### config.mk
export PLATFORM = sky130hd
export DESIGN_NAME = awir_front
export DESIGN_NICKNAME = d
export VERILOG_FILES = /design/src/sv/awir_pkg.sv /design/src/sv/awir_front.sv
export SDC_FILE = /design/constraint.sdc
export NUM_CORES = 1
export LEC_CHECK = 0
export BUFFER_PORTS_ARGS = -buffer_cell sky130_fd_sc_hd__buf_2
export CORE_ASPECT_RATIO = 0.7
export CORE_MARGIN = 2
export CORE_UTILIZATION = 34
export DETAILED_ROUTE_END_ITERATION = 10
export PLACE_DENSITY = 0.89
export SLEW_MARGIN = 20
export SYNTH_ARGS = -nofsm -noshare
export SYNTH_HDL_FRONTEND = slang
export SYNTH_SLANG_ARGS = --single-unit
export TNS_END_PERCENT = 1
### constraint.sdc
create_clock -name vclk -period 3.1
set_clock_uncertainty 0.15 [all_clocks]
set_input_delay 0.31 -clock vclk [all_inputs]
set_output_delay 0.31 -clock vclk [all_outputs]
set_load 0.02 [all_outputs]
### src/sv/awir_pkg.sv
// Shared types, constants and helper functions of the area-weighted resize block.
package awir_pkg;

	localparam int MAX_DIM_DEF      = 64;
	localparam int MAX_CHANNELS_DEF = 4;

	localparam int DIM_W   = 7;   // size register width
	localparam int CHN_W   = 3;   // channel count register width
	localparam int POS_W   = 6;
	localparam int PIX_W   = 32;  // four 8-bit samples
	localparam int NUM_CH  = 4;
	localparam int CRD_W   = 14;  // scaled coordinate width
	localparam int TOT_W   = 14;  // sw*sh
	localparam int ACC_W   = 22;  // weighted sum plus rounding term
	localparam int Q_DEPTH = 4;
	localparam int PIX_MAX = 255;

	localparam logic CMD_WRITE = 1'b0;
	localparam logic CMD_READ  = 1'b1;

	localparam logic [2:0] REG_SW  = 3'd0;
	localparam logic [2:0] REG_SH  = 3'd1;
	localparam logic [2:0] REG_DW  = 3'd2;
	localparam logic [2:0] REG_DH  = 3'd3;
	localparam logic [2:0] REG_NCH = 3'd4;

	typedef enum logic [1:0] {
		K_WRITE,
		K_READ,
		K_RERR
	} kind_t;

	typedef struct packed {
		kind_t              kind;
		logic [POS_W-1:0]   x;
		logic [POS_W-1:0]   y;
		logic [PIX_W-1:0]   pix;
	} item_t;

	typedef struct packed {
		logic [DIM_W-1:0] sw;
		logic [DIM_W-1:0] sh;
		logic [DIM_W-1:0] dw;
		logic [DIM_W-1:0] dh;
		logic [CHN_W-1:0] nch;
	} cfg_t;

	typedef enum logic [3:0] {
		B_IDLE,
		B_SETUP,
		B_WGO,
		B_WWAIT,
		B_INIT,
		B_WALK,
		B_DRAIN,
		B_NGO,
		B_NWAIT,
		B_OUT
	} bstate_t;

	function automatic logic [DIM_W-1:0] eff_dim(input logic [DIM_W-1:0] raw, input int max_v);
		logic [DIM_W-1:0] r;
		r = raw;
		if (raw == '0)
			r = DIM_W'(1);
		else if (int'(raw) > max_v)
			r = DIM_W'(max_v);
		return r;
	endfunction

	function automatic logic [CHN_W-1:0] eff_chan(input logic [CHN_W-1:0] raw, input int max_v);
		logic [CHN_W-1:0] r;
		r = raw;
		if (raw == '0)
			r = CHN_W'(1);
		else if (int'(raw) > max_v)
			r = CHN_W'(max_v);
		return r;
	endfunction

endpackage

### src/sv/awir_front.sv
// Front end: accepts items, drops out-of-range writes, tags reads.
module awir_front import awir_pkg::*; (
	input  logic        s_tvalid,
	output logic        s_tready,
	input  logic [47:0] s_tdata,
	input  logic        s_tuser,
	input  cfg_t        cfg,
	input  logic        q_full,
	output logic        q_push,
	output item_t       q_item
);
	logic [POS_W-1:0] x, y;
	logic             in_src, in_dst;

	assign x = s_tdata[5:0];
	assign y = s_tdata[11:6];
	assign in_src = ({1'b0, x} < cfg.sw) && ({1'b0, y} < cfg.sh);
	assign in_dst = ({1'b0, x} < cfg.dw) && ({1'b0, y} < cfg.dh);

	assign s_tready = !q_full;

	// Classify the item and push it unless it is a dropped write
	always_comb begin
		q_item.x    = x;
		q_item.y    = y;
		q_item.pix  = s_tdata[43:12];
		q_item.kind = K_WRITE;
		q_push      = 1'b0;
		if (s_tuser == CMD_WRITE) begin
			q_item.kind = K_WRITE;
			q_push      = s_tvalid && s_tready && in_src;
		end else begin
			q_item.kind = in_dst ? K_READ : K_RERR;
			q_push      = s_tvalid && s_tready;
		end
	end
endmodule

# After elaboration in Yosys (flattened, before gate mapping)
# Index checks and enable logic that the tools add are counted.
[classes]
magnitude_cmp = 4
muxes = 3
n_reduce_logical = 5
[ops]
columns = ["op", "count"]
rows = [
  ["less-than comparator 6 x 7 -> 1 bit", 4],
  ["logical AND 1 bit", 4],
  ["2-to-1 mux 2 bit", 2],
  ["zero test 1 bit", 1],
  ["2-to-1 mux 1 bit", 1],
]
[word_totals]
output_inout_bits = 48
input_bits = 82
reg_bits = 0
wordCells = 12

# Logic depth before layout (Yosys ltp)
[logic_depth]
depth_word = 4
mapped_depth = 6
depth_no_buf = 6

# Worst setup path before layout
# No wires, ideal clock.
[synth_path]
kind = "input to output"
from = "input cfg[28] (netlist bit)"
to = "output q_push"
stages = 6
setup_slack_ps = 1064
required_time_ps = 2640
path_buffers = 0
arrival_time_ps = 1576
cell_sequence = "inv_1 ha_1 a21o_1 a21oi_2 o22ai_1 o31ai_1"
[synth_via]
elab_chain_len = 4
[synth_rtl]
columns = ["element", "line_no", "source"]
rows = [
  ["from (decl)", "awir_front.sv:7", "input cfg_t cfg,"],
  ["less-than comparator 6 x 7 -> 1 bit", "awir_front.sv:17", "assign in_src = ({1'b0, x} < cfg.sw) && ({1'b0, y} < cfg.sh);"],
  ["logical AND 1 bit", "awir_front.sv:17", ""],
  ["logical AND 1 bit", "awir_front.sv:31", "q_push = s_tvalid && s_tready && in_src;"],
  ["2-to-1 mux 1 bit", "awir_front.sv:29", "if (s_tuser == CMD_WRITE) begin"],
  ["to (decl)", "awir_front.sv:9", "output logic q_push,"],
]
# No other way between the ends.

==> impl_metrics.env <==
export IMPL_status="completed"
export IMPL_drive_above_1_share=0.478
export IMPL_synth_most_common_cell="buf_4"
export IMPL_via_count=764
export IMPL_core_um2=2510
export IMPL_synth_top_area_frac=0.361
export IMPL_grt_usage=0.107
export IMPL_fmax_mhz=485
export IMPL_grt_first_pass_wirelength_um=2680
export IMPL_ant_nets=0
export IMPL_synthTopCellsByArea="buf_4 (36%), ha_1 (27%), inv_1 (8.6%), nand2b_4 (3.0%), a211oi_2 (2.7%)"
export IMPL_critPathKind="in2out"
export IMPL_gp_congestion=0.630
export IMPL_synth_fp_nets=223
export IMPL_worstMarginPinSlew_ps=261
export IMPL_cpPeakStageDelay_ps=310
export IMPL_viasPerCell=4.49
export IMPL_drc=0
export IMPL_port_buffers=59
export IMPL_ir_drop_v=0.0000386
export IMPL_dr_first_iter_drc_count=2
export IMPL_end_kind="output pin"
export IMPL_start_util=0.364
export IMPL_synth_commonest_cells="buf_4 (44), inv_1 (21), ha_1 (20)"
export IMPL_insertedDiodeCount=0
export IMPL_post_place_cells=170
export IMPL_hold_viol_final=0
export IMPL_startpoint_type="primary input"
export IMPL_fin_util=0.367
export IMPL_crit_chain="buf_2 -> ha_1 -> a21oi_1 -> o22ai_1 -> a211oi_1 -> and3_1 -> buf_2"
export IMPL_syn_inst=121
export IMPL_num_rows=15
export IMPL_seq_cells=0
export IMPL_wirelength_um=1730
export IMPL_cp_data_arrival_time_ps=1600
export IMPL_num_io_pins=130
export IMPL_yosys_warnings=0
export IMPL_cts_setup_buffers=0
export IMPL_power_density_nw_per_um2=134
export IMPL_dieArea_um2=3130
export IMPL_num_clock_buffers=0
export IMPL_drtPass1Iterations=2
export IMPL_ys_seq_area_frac=0
export IMPL_setup_violations_final=0
export IMPL_cp_max_fo=3
export IMPL_fin_cells=170
export IMPL_crit_slowest_cell="ha_1"
export IMPL_synthDistinctLibCells=24
export IMPL_min_period_over_period=0.665
export IMPL_min_period_ps=2060
export IMPL_syn_area_per_cell_um2=7.56
export IMPL_antenna_found_initial=0
export IMPL_wl_per_cell_um=10.2
export IMPL_nNetsFinal=240
export IMPL_rsz0062_at_grt="false"
export IMPL_cp_required_ps=2640
export IMPL_hold_buffers=0
export IMPL_die_w_um=66.0
export IMPL_cts_resized=0
export IMPL_hold_path_class="in2out"
export IMPL_max_slew_margin_rel=0.823
export IMPL_syn_to_final_growth_pct=0.821
export IMPL_die_h_um=47.4
export IMPL_seqCellArea_um2=0
export IMPL_overflow=0
export IMPL_fillers=290
export IMPL_grt_max_degree=4
export IMPL_setup_tns_ps=0
export IMPL_hpwlAfterDp_um=1640
export IMPL_power_leakage_uw=0.000602
export IMPL_critical_path_most_common_cell="buf_2"
export IMPL_netlist_area_um2=915
export IMPL_drv_slew=0
export IMPL_grt_pass1_vias=711
export IMPL_cap_violations=0
export IMPL_yosysTopAreaCell="buf_4"
## worst paths after layout
path	from	end	slack, ps	depth (start not counted)
worst max-delay path	s_tdata[5]	q_item[44]	1040	7
worst min-delay path	s_tdata[29]	q_item[17]	470	0
## where the power goes
| part | total, uW | internal [uW] | switching, uW |
|---|---|---|---|
| sequential | 0 | 0 | 0 |
| combinational | 124 | 59.4 | 64.2 |
| clock | 0 | 0 | 0 |
## critical path: cells and delay by family
kind	cells	cell delay (ps)
AO/OA/AOI/OAI	3	510
adder cells (fa/ha/maj)	1	310
AND/OR/NAND/NOR	1	190
buffers and inverters	2	280
## through the flow
step	setup WS, ps	total power, uW	hold WS (ps)	area, um2
after floorplan	1060	142	562	915
after global placement	1040	124	470	922
after detailed placement	1030	126	470	922
after CTS	1020	127	470	922
after global routing	872	143	470	922
final	1040	124	470	922
## area by class of cell
cell class | count | area (um2) | area share
multi-input cells | 56 | 505 | 0.548
repair buffers | 59 | 295 | 0.320
inverters | 21 | 78.8 | 0.0855
well taps | 34 | 42.5 | 0.0461
## per-layer routing
layer / part of all wire / wire length, um / up-vias / GRT usage
met5: 0 / 0 / - / 0
met4: 0.0046 / 8 / 0 / 0.00816
met3: 0.088 / 152 / 2 / 0.00959
met2: 0.46 / 798 / 36 / 0.212
met1: 0.45 / 769 / 337 / 0.133
li1: - / - / 389 / -
## cell usage in the layout, fill, tap and decap left out
master / count
nand4b_1: 2
a21boi_0: 1
o31ai_1: 1
a21oi_1: 5
and2b_2: 1
o21ai_0: 2
ha_1: 20
a32oi_1: 1
and4b_1: 2
nand2b_4: 2
nor2b_1: 1
a21oi_2: 1
nand3_1: 1
a21o_1: 2
nand2_1: 3
o311ai_1: 1
inv_1: 21
a211oi_1: 1
buf_2: 59
nor2_1: 3
o22ai_1: 2
nor3_1: 1
a211oi_2: 2
and3_1: 1
## cells by family (layout without fill, tap and decap cells)
kind of cell,Yosys count,in the layout,synth area share
buf+inv,65,80,0.447
fa+ha+maj,20,20,0.274
compound gates,19,19,0.149
simple gates,17,17,0.130
Power figures use the tool's default switching activity.
