**config.mk**
```make
export PLATFORM = sky130hd
export DESIGN_NAME = awir_fifo
export DESIGN_NICKNAME = d
export VERILOG_FILES = /design/src/sv/awir_pkg.sv /design/src/sv/awir_fifo.sv
export SDC_FILE = /design/constraint.sdc
export NUM_CORES = 1
export LEC_CHECK = 0
export ABC_AREA = 1
export BUFFER_PORTS_ARGS = -buffer_cell sky130_fd_sc_hd__buf_2
export CORE_MARGIN = 5
export CORE_UTILIZATION = 45
export CTS_CLUSTER_SIZE = 16
export DETAILED_ROUTE_END_ITERATION = 8
export SYNTH_ARGS = -nofsm -noshare
export SYNTH_HDL_FRONTEND = slang
export SYNTH_SLANG_ARGS = --single-unit
```
**constraint.sdc**
```tcl
create_clock -name clk -period 2.9 [get_ports clk]
set_clock_uncertainty 0.05 [all_clocks]
set_input_delay 0.58 -clock clk [delete_from_list [all_inputs] [get_ports clk]]
set_output_delay 0.58 -clock clk [all_outputs]
set_load 0.01 [all_outputs]
```
**src/sv/awir_pkg.sv**
```systemverilog
// Shared types, constants and helper functions of the area-weighted resize block.
package awir_pkg;

	localparam int MAX_DIM_DEF      = 64;
	localparam int MAX_CHANNELS_DEF = 4;

	localparam int DIM_W   = 7;   // size register width
	localparam int CHN_W   = 3;   // channel count register width
	localparam int POS_W   = 6;
	localparam int PIX_W   = 32;  // four 8-bit samples
	localparam int NUM_CH  = 4;
	localparam int CRD_W   = 14;  // scaled coordinate width
	localparam int TOT_W   = 14;  // sw*sh
	localparam int ACC_W   = 22;  // weighted sum plus rounding term
	localparam int Q_DEPTH = 4;
	localparam int PIX_MAX = 255;

	localparam logic CMD_WRITE = 1'b0;
	localparam logic CMD_READ  = 1'b1;

	localparam logic [2:0] REG_SW  = 3'd0;
	localparam logic [2:0] REG_SH  = 3'd1;
	localparam logic [2:0] REG_DW  = 3'd2;
	localparam logic [2:0] REG_DH  = 3'd3;
	localparam logic [2:0] REG_NCH = 3'd4;

	typedef enum logic [1:0] {
		K_WRITE,
		K_READ,
		K_RERR
	} kind_t;

	typedef struct packed {
		kind_t              kind;
		logic [POS_W-1:0]   x;
		logic [POS_W-1:0]   y;
		logic [PIX_W-1:0]   pix;
	} item_t;

	typedef struct packed {
		logic [DIM_W-1:0] sw;
		logic [DIM_W-1:0] sh;
		logic [DIM_W-1:0] dw;
		logic [DIM_W-1:0] dh;
		logic [CHN_W-1:0] nch;
	} cfg_t;

	typedef enum logic [3:0] {
		B_IDLE,
		B_SETUP,
		B_WGO,
		B_WWAIT,
		B_INIT,
		B_WALK,
		B_DRAIN,
		B_NGO,
		B_NWAIT,
		B_OUT
	} bstate_t;

	function automatic logic [DIM_W-1:0] eff_dim(input logic [DIM_W-1:0] raw, input int max_v);
		logic [DIM_W-1:0] r;
		r = raw;
		if (raw == '0)
			r = DIM_W'(1);
		else if (int'(raw) > max_v)
			r = DIM_W'(max_v);
		return r;
	endfunction

	function automatic logic [CHN_W-1:0] eff_chan(input logic [CHN_W-1:0] raw, input int max_v);
		logic [CHN_W-1:0] r;
		r = raw;
		if (raw == '0)
			r = CHN_W'(1);
		else if (int'(raw) > max_v)
			r = CHN_W'(max_v);
		return r;
	endfunction

endpackage

```
**src/sv/awir_fifo.sv**
```systemverilog
// Short item queue between the front end and the back end.
module awir_fifo import awir_pkg::*; #(
	parameter int DEPTH = Q_DEPTH
) (
	input  logic  clk,
	input  logic  arst_n,
	input  logic  push,
	input  item_t din,
	output logic  full,
	input  logic  pop,
	output logic  not_empty,
	output item_t dout
);
	localparam int PW = (DEPTH > 1) ? $clog2(DEPTH) : 1;
	localparam int CW = $clog2(DEPTH + 1);

	item_t         ent_q [DEPTH];
	logic [PW-1:0] wr_q, rd_q;
	logic [CW-1:0] cnt_q;

	assign full      = (cnt_q == CW'(DEPTH));
	assign not_empty = (cnt_q != '0);
	assign dout      = ent_q[rd_q];

	always_ff @(posedge clk) begin
		if (push)
			ent_q[wr_q] <= din;
	end

	// Advance pointers and count
	always_ff @(posedge clk or negedge arst_n) begin
		if (!arst_n) begin
			wr_q  <= '0;
			rd_q  <= '0;
			cnt_q <= '0;
		end else begin
			if (push)
				wr_q <= (wr_q == PW'(DEPTH - 1)) ? '0 : wr_q + 1'b1;
			if (pop)
				rd_q <= (rd_q == PW'(DEPTH - 1)) ? '0 : rd_q + 1'b1;
			if (push && !pop)
				cnt_q <= cnt_q + 1'b1;
			else if (pop && !push)
				cnt_q <= cnt_q - 1'b1;
		end
	end
endmodule

```
# Word-level counts from Yosys, hierarchy flattened
# Memories as Yosys holds them, arrays and structs flattened.
# Index checks and enable logic that the tools add are counted.
# op_classes
add_sub_neg	4
reduce_logical	6
eq_ne	3
mux	6
# ops
op	count
two-way mux 3 bit	2
adder 2 x 1 -> 2 bit, second input constant	2
== test 2 bit, second input constant	2
two-way mux 2 bit	2
adder 3 x 1 -> 3 bit, second input constant	1
== test 3 bit, second input constant	1
nonzero test 3 bit	1
subtractor 3 x 1 -> 3 bit, second input constant	1
logical AND 1 bit	2
logical NOT 1 bit	2
two-way mux 1 bit	2
nonzero test 2 bit	1
# word_totals
mem_bits_rw	184
input_bits	50
elab_cells	23
n_memories	1
reg_bits	7
# mem_list
memory	depth	word_bits	read_ports	rd_ports_with_merged_regs	wr	line_no	rtl
ent_q	4	46	1	0	1	awir_fifo.sv:17	item_t ent_q [DEPTH];

# Depth between registers and ports, before layout
# Gate-level depths: netlist of run 1.
# depth
ltp_word	4
depth_mapped	9

# Worst setup path after synthesis of run 1
# No wires, ideal clock.
# synth_timing
path_kind	register to register
startpoint	register wr_q[0]
endpoint	memory ent_q[2][0] (netlist name), enable pin
slack_ns	0.888
path_stages_with_launch	5
synth_period_minus_slack_ns	2.012
t_required_ns	2.450
setup_ns	0.400
arrival_ns	1.561
cell_sequence	dfrtp_1 inv_1 ha_1 nand2_1 inv_1
# synth_rtl
element	line_no	rtl
from (decl)	awir_fifo.sv:18	logic [PW-1:0] wr_q, rd_q;
from (signal assigned)	awir_fifo.sv:38	wr_q <= (wr_q == PW'(DEPTH - 1)) ? '0 : wr_q + 1'b1;
to (decl)	awir_fifo.sv:17	
# Straight into the memory's write port.

==> summary.md, run 1 <==
| Metric | Value |
|---|---|
| CTS HTree Levels | 4 |
| DR iter-0 viols | 299 |
| Final period util | 90.2% |
| Pwr dens | 940 mW/mm² |
| GR Util All Layers | 15.3% |
| CP max-delay cell | dfrtp_1 |
| Routed Antenna Nets | 0 |
| Fin. max-slew vios | 0 |
| TNS Setup | 0 ns |
| Core Util, Final | 52.3% |
| Slowest stage delay, CP | 0.42 ns |
| Maximum clock insertion buffer count | 2 |
| Worst-path fanout max | 104 |
| Sink Count | 191 |
| Register area | 0.00570 mm² |
| Status | complete, no violations |
| CP Class | flip-flop to output port |
| RSZ-0062 raised after global routing | false |
| Crit-path cells | inv_4 > buf_12 > nand2_1 > o211ai_1 > nand2_1 > buf_2 |
| Min Tclk post-route | 2.62 ns |
| RePlAce Congestion | 0.774 |
| Clock transition at the registers of the reported paths | 0.07 ns |
| Mux share of post-synthesis cell area | 0% |
| Hold Path Class | primary input to flip-flop |
| Area occupied by multi-input gates | 0.00142 mm² |
| Final HPWL DP | 9260 µm |
| Num ports | 98 |
| Die Area | 0.0200 mm² |
| Worst-margin pin slew | 0.525 ns |
| Vias in the first global route | 4,507 |
| Initial antenna violation count | 1 |
| Syn Area/Cell | 13.2 µm² |
| CTS tree | built |
| Leak | 3.66 nW |
| Skew-Pair Late Insertion Delay | 0.42 ns |
| Total gr overflow | 0 |
| Rel. slew slack | 65.0% |
| Post-Synth XOR/XNOR Area | 0.113% |
| Mapped Cells | 590 |
| Most frequent CP cell | nand2_1 |
| CTS resizes | 0 |
| DR WL/cell | 16.2 µm |
| Startpoint types | flip-flop |
| Data required time at the worst endpoint | 2.27 ns |
| Main combinational cell family by area after synthesis | compound AO/OA/AOI/OAI gates |
| Synth Area in Compound Gates | 9.15% |
| # setup viols final | 0 |
| Rows | 48 |
| Sequential element share of the synthesized area | 73.4% |
| Worst VDD drop | 0.611 mV |
| WL final | 15,000 µm |
| Netlist Area Pre-Place | 0.00777 mm² |
| Yosys cell types | 17 |
| Synthesized net count | 647 |
| Fin nets | 748 |
| Adder-Cell Fraction of Synth Area | 1.22% |
| Global-route wire length before repair | 23,600 µm |
| Die Wd | 141 µm |
| Fraction of layout cells with a size suffix above 1 | 20.1% |
| Max cap viols | 0 |
| Area grow syn2layout | 15.2% |
| Largest net degree at the start of global routing | 105 |
| First drt pass iteration count | 4 |
| Via density per instance | 4.94 |
| Crit path capture type | output port |
| Ys Warns | 0 |
| Core Area | 0.0171 mm² |
| Starting density of the core | 45.4% |
| Critical path arrival | 1.99 ns |
| Total CTS buffers | 17 |
| Simple logic cell fraction of the synthesized area | 7.79% |
| Die span in y | 141 µm |
| Total number of vias | 4,578 |
| Fillers | 1,487 |
| Port bufs | 97 |
| DR DRC count | 0 |
| Clock Root Buffer | clkbuf_16 |
| Endpoints failing hold | 0 |
| Register bit total from synthesis | 191 |
| Fmax | 382 MHz |
## where the power goes
| part | internal (mW) | leakage (nW) | switching, mW |
|---|---|---|---|
| sequential | 3.54 | 1.77 | 0.183 |
| combinational | 0.913 | 1.64 | 1.70 |
| clock | 1.16 | 0.248 | 0.920 |
| total | 5.61 | 3.66 | 2.80 |
## path summary, 6_finish.rpt
kind	from	endpoint	slack (ns)	cells after the start
setup / recovery	rd_q[0]	dout[0]	0.28	6
hold / removal	din[0]	ent_q[0][0]	0.32	1
setup reg to reg	rd_q[1]	rd_q[1]	1.16	4
hold reg to reg	cnt_q[2]	cnt_q[2]	0.43	2
max in group asynchronous	arst_n	rd_q[1]	2.12	2
min in group asynchronous	arst_n	cnt_q[1]	0.48	2
## stage by stage
| step | hold WS [ns] | power (mW) | setup slack [ns] | instances | instance area, µm² |
|---|---|---|---|---|---|
| final | 0.320 | 8.41 | 0.284 | 927 | 8950 |
| after global routing | 0.303 | 8.92 | 0.111 | 927 | 8950 |
| after CTS | 0.306 | 8.54 | 0.224 | 926 | 8950 |
| after detailed placement | 0.390 | 6.46 | 0.705 | 896 | 8430 |
| after global placement | 0.386 | 6.40 | 0.733 | 896 | 8430 |
| after floorplan | 0.234 | 5.55 | 0.888 | 590 | 7770 |
## synthesized netlist by cell type (all sizes together)
cell type | number | area, µm²
o211ai | 92 | 691
nand3 | 1 | 5.00
buf | 29 | 251
inv | 105 | 394
clkbuf | 1 | 3.75
edfxtp | 184 | 5530
fa | 1 | 20.0
nor3 | 1 | 5.00
nor2 | 3 | 11.3
nand4 | 1 | 6.26
nand2 | 154 | 578
o21ai | 4 | 20.0
ha | 6 | 75.1
dfrtp | 7 | 175
xnor2 | 1 | 8.76
## area by class of cell
cell class              instances  share of cell area, %
multi-input cells             264                   15.9
inverters                     105                   4.43
clock buffers                  20                   4.88
diodes                          1                 0.0280
repair buffers                112                   7.13
well taps                     225                   3.15
clock inverters                 9                  0.811
flip-flops and latches        191                   63.7
## critical path, delay by kind of cell, from the launching register on
family / cells / cell delay (ns)
AOI/OAI and AO/OA: 1 / 0.11
buffers and inverters: 3 / 0.79
DFF: 1 / 0.42
and+or+nand+nor: 2 / 0.23
## cell families after synthesis
family,after synthesis
flip-flops,191
AND/OR/NAND/NOR,160
buffers and inverters,135
AO/OA/AOI/OAI,96
adder cells (fa/ha/maj),7
XOR/XNOR,1
## sequential cells by signal, summed over array words and instances, names as in the netlist
register,count
cnt_q,3
ent_q,184
rd_q,2
wr_q,2
## repair_timing
action | in CTS | in global routing
endpoints found under the setup margin | 0 | 0
setup buffers | 0 | 0
hold buffers | 1 | 0
hold endpoints to repair | 7 | 0
## layout by cell type, fill, tap and decap left out, types with 3 or more instances in the layout
master / n
buf_12: 3
buf_2: 97
buf_4: 11
clkbuf_1: 3
clkbuf_16: 17
clkinv_1: 3
clkinv_2: 3
dfrtp_1: 6
edfxtp_1: 184
ha_1: 6
inv_1: 99
inv_2: 5
nand2_1: 154
nor2_1: 3
o211ai_1: 92
o21ai_0: 4
## routing by layer
metal | global-route usage [%] | vias to the layer above | routed length, µm
met5 | 0 | - | 0
met4 | 5.45 | 0 | 267
met3 | 4.04 | 18 | 645
met2 | 25.8 | 86 | 7410
met1 | 19.1 | 2223 | 6660
li1 | - | 2251 | -
Power figures use the tool's default switching activity.
==> run 2: changes to the inputs <==
--- a/config.mk
+++ b/config.mk
@@ -6,11 +6,14 @@
 export NUM_CORES = 1
 export LEC_CHECK = 0
 export ABC_AREA = 1
-export BUFFER_PORTS_ARGS = -buffer_cell sky130_fd_sc_hd__buf_2
+export CELL_PAD_IN_SITES_DETAIL_PLACEMENT = 1
+export CELL_PAD_IN_SITES_GLOBAL_PLACEMENT = 1
 export CORE_MARGIN = 5
 export CORE_UTILIZATION = 45
 export CTS_CLUSTER_SIZE = 16
 export DETAILED_ROUTE_END_ITERATION = 8
+export DONT_BUFFER_PORTS = 1
+export PLACE_DENSITY_LB_ADDON = 0.1
 export SYNTH_ARGS = -nofsm -noshare
 export SYNTH_HDL_FRONTEND = slang
 export SYNTH_SLANG_ARGS = --single-unit
==> run 2 against run 1 <==
Via count shrank 7.6%. Die area is the same. Worst hold slack lost 0.12 ns. Global-route usage grew 0.80 points. Non-clock buffer count shrank 95. Critical path type unchanged. Largest cell class unchanged.
==> summary.md, run 2 (synthesis results as in run 1) <==
| Metric | Value |
|---|---|
| Slowest stage delay, CP | 0.56 ns (+0.14 ns) |
| CTS HTree Levels | 4 (unchanged) |
| WL final | 15,400 µm (+3.0%) |
| Final period util | 86.1% (-4.1 points) |
| Maximum clock insertion buffer count | 2 (unchanged) |
| Post-CTS setup repair buffer count | 0 (unchanged) |
| Routed Antenna Nets | 0 (unchanged) |
| Fmax | 400 MHz (+4.7%) |
| Crit path capture type | output port |
| Starting density of the core | 45.4% (unchanged) |
| Worst path bufs/invs | 1 (-2) |
| Global-route wire length before repair | 24,500 µm (+3.9%) |
| Cell internal pwr | 5.36 mW (-4.4%) |
| Via density per instance | 5.08 (+2.8%) |
| Worst-margin pin slew | 0.631 ns (+0.106 ns) |
| Crit-path leading delay family | flip-flops |
| Final Power | 8.12 mW (-3.4%) |
| Port bufs | 0 (-100%) |
| Die Wd | 141 µm (unchanged) |
| Post-Layout Inst Area | 0.00853 mm² (-4.7%) |
| Worst Setup Slack, final | 0.402 ns (+0.118 ns) |
| Endpoints failing hold | 0 (unchanged) |
| # setup viols final | 0 (unchanged) |
| DR WL/cell | 18.5 µm (+15%) |
| Pwr dens | 952 mW/mm² (+1.3%) |
| Total gr overflow | 0 (unchanged) |
| Hold Path Class | primary input to flip-flop |
| Sink Count | 191 (unchanged) |
| DR DRC count | 0 (unchanged) |
| Worst-path fanout max | 36 (-65%) |
| Final HPWL DP | 9870 µm (+6.6%) |
| Rel. slew slack | 57.8% (-7.1 points) |
| Area grow syn2layout | 9.81% |
| Vias in the first global route | 4,395 (-2.5%) |
| Critical path arrival | 1.87 ns (-0.12 ns) |
| Fraction of layout cells with a size suffix above 1 | 8.06% (-12 points) |
| Skew-Pair Late Insertion Delay | 0.42 ns (about the same) |
| Flop pwr share | 45.6% (+1.3 points) |
| GR Util All Layers | 16.1% (+0.80 points) |
| Core Util, Final | 49.8% (-2.4 points) |
| Most common cell after layout, fill and taps aside | edfxtp_1 |
| Largest Register | ent_q |
| CTS resizes | 0 (unchanged) |
| Fin. max-slew vios | 0 (unchanged) |
| Leak | 3.31 nW (-9.7%) |
| Worst VDD drop | 0.693 mV (+13%) |
| Crit-path cells | buf_4 > o211ai_1 > nand2_1 |
| Inserted Diodes | 0 (-1) |
| Fin nets | 653 (-13%) |
| TNS Setup | 0 ns (unchanged) |
| Status | complete, no violations |
| Die span in y | 141 µm (unchanged) |
| Top Registers | ent_q (184), cnt_q (3) |
| Commonest cells after routing, fill and taps aside | edfxtp_1, nand2_1, inv_1 |
| Combinational Power Share | 28.4% (-2.7 points) |
| RSZ-0062 raised after global routing | false |
| Initial antenna violation count | 0 (-1) |
| Clock transition at the registers of the reported paths | 0.07 ns (about the same) |
| DR iter-0 viols | 158 (-47%) |
| Startpoint types | flip-flop |
| Switching power | 2.76 mW (-1.5%) |
| Sw Share | 34.0% (+0.66 points) |
| Clock power frac | 26.1% (+1.4 points) |
| Pre-CTS WS | 0.800 ns (+0.0952 ns) |
| Data required time at the worst endpoint | 2.27 ns (about the same) |
| Largest net degree at the start of global routing | 48 (-54%) |
| Rows | 48 (unchanged) |
| Max reg flops | 184 (unchanged) |
| Total number of vias | 4,228 (-7.6%) |
| CTS tree | built |
| CP Class | flip-flop to output port |
| Num ports | 98 (unchanged) |
| Die Area | 0.0200 mm² (unchanged) |
| RePlAce Congestion | 0.757 (-2.2%) |
| CP max-delay cell | dfrtp_2 |
| Min Tclk post-route | 2.50 ns (-0.118 ns) |
| Max cap viols | 0 (unchanged) |
| Core Area | 0.0171 mm² (unchanged) |
| Clock Root Buffer | clkbuf_16 |
| Total placed instance area | 0.00800 mm² (-5.1%) |
| First drt pass iteration count | 4 (unchanged) |
| Total CTS buffers | 17 (unchanged) |
-- run 2: final cells by class --
type                            count  area [µm²]
Timing Repair Buffer               17         205
Inverter                          105         397
Fill cell                        1733        8580
Tap cell                          225         282
Clock buffer                       19         433
Clock inverter                     12        93.8
Multi-Input combinational cell    264        1420
Sequential cell                   191        5700
-- run 2: path summary, 6_finish.rpt --
path                       startpoint           end  slack [ns]  cells after the start
setup / recovery              rd_q[1]      dout[26]        0.40                      3
hold / removal                din[19]  ent_q[1][19]        0.20                      0
setup reg to reg              wr_q[0]  ent_q[3][36]        1.13                      4
hold reg to reg              cnt_q[2]      cnt_q[2]        0.44                      2
max in group asynchronous      arst_n       rd_q[1]        2.06                      1
min in group asynchronous      arst_n       wr_q[1]        0.45                      1
-- run 2: power by group through the flow --
| stage | combinational [mW] | clock [mW] | sequential, mW |
|---|---|---|---|
| global route | 2.59 | 2.30 | 3.74 |
| CTS | 2.40 | 2.19 | 3.71 |
| floorplan | 1.84 | 0 | 3.71 |
| finish | 2.30 | 2.12 | 3.70 |
| global placement | 2.30 | 0 | 3.74 |
| detailed placement | 2.38 | 0 | 3.76 |
-- run 2: worst reg2reg max path, cell delays in order (launching register included) --
cell and delay [ns]:
dfrtp_1 0.40, ha_1 0.19, nand2_1 0.06, inv_2 0.47, buf_12 0.29
-- run 2: timing repair --
| item | in CTS | in global routing |
|---|---|---|
| hold buffers | 1 | 0 |
| endpoints found under the hold margin | 7 | 0 |
| endpoints found under the setup margin | 0 | 0 |
-- run 2: metal layers --
| layer | track usage [%] | part of all wire, % | up-vias |
|---|---|---|---|
| met1 | 18.9 | 41 | 2095 |
| met2 | 26.9 | 50 | 74 |
| met5 | 0 | 0 | - |
| met3 | 7.25 | 7.5 | 8 |
| li1 | - | - | 2051 |
| met4 | 4.44 | 1.0 | 0 |
-- run 2: through the flow --
| step | std cells | hold slack [ns] |
|---|---|---|
| 4_1_cts | 833 | 0.170 |
| 3_5_place_dp | 801 | 0.235 |
| 6_report | 833 | 0.198 |
| 3_3_place_gp | 801 | 0.235 |
| 2_1_floorplan | 590 | 0.234 |
| 5_1_grt | 833 | 0.165 |
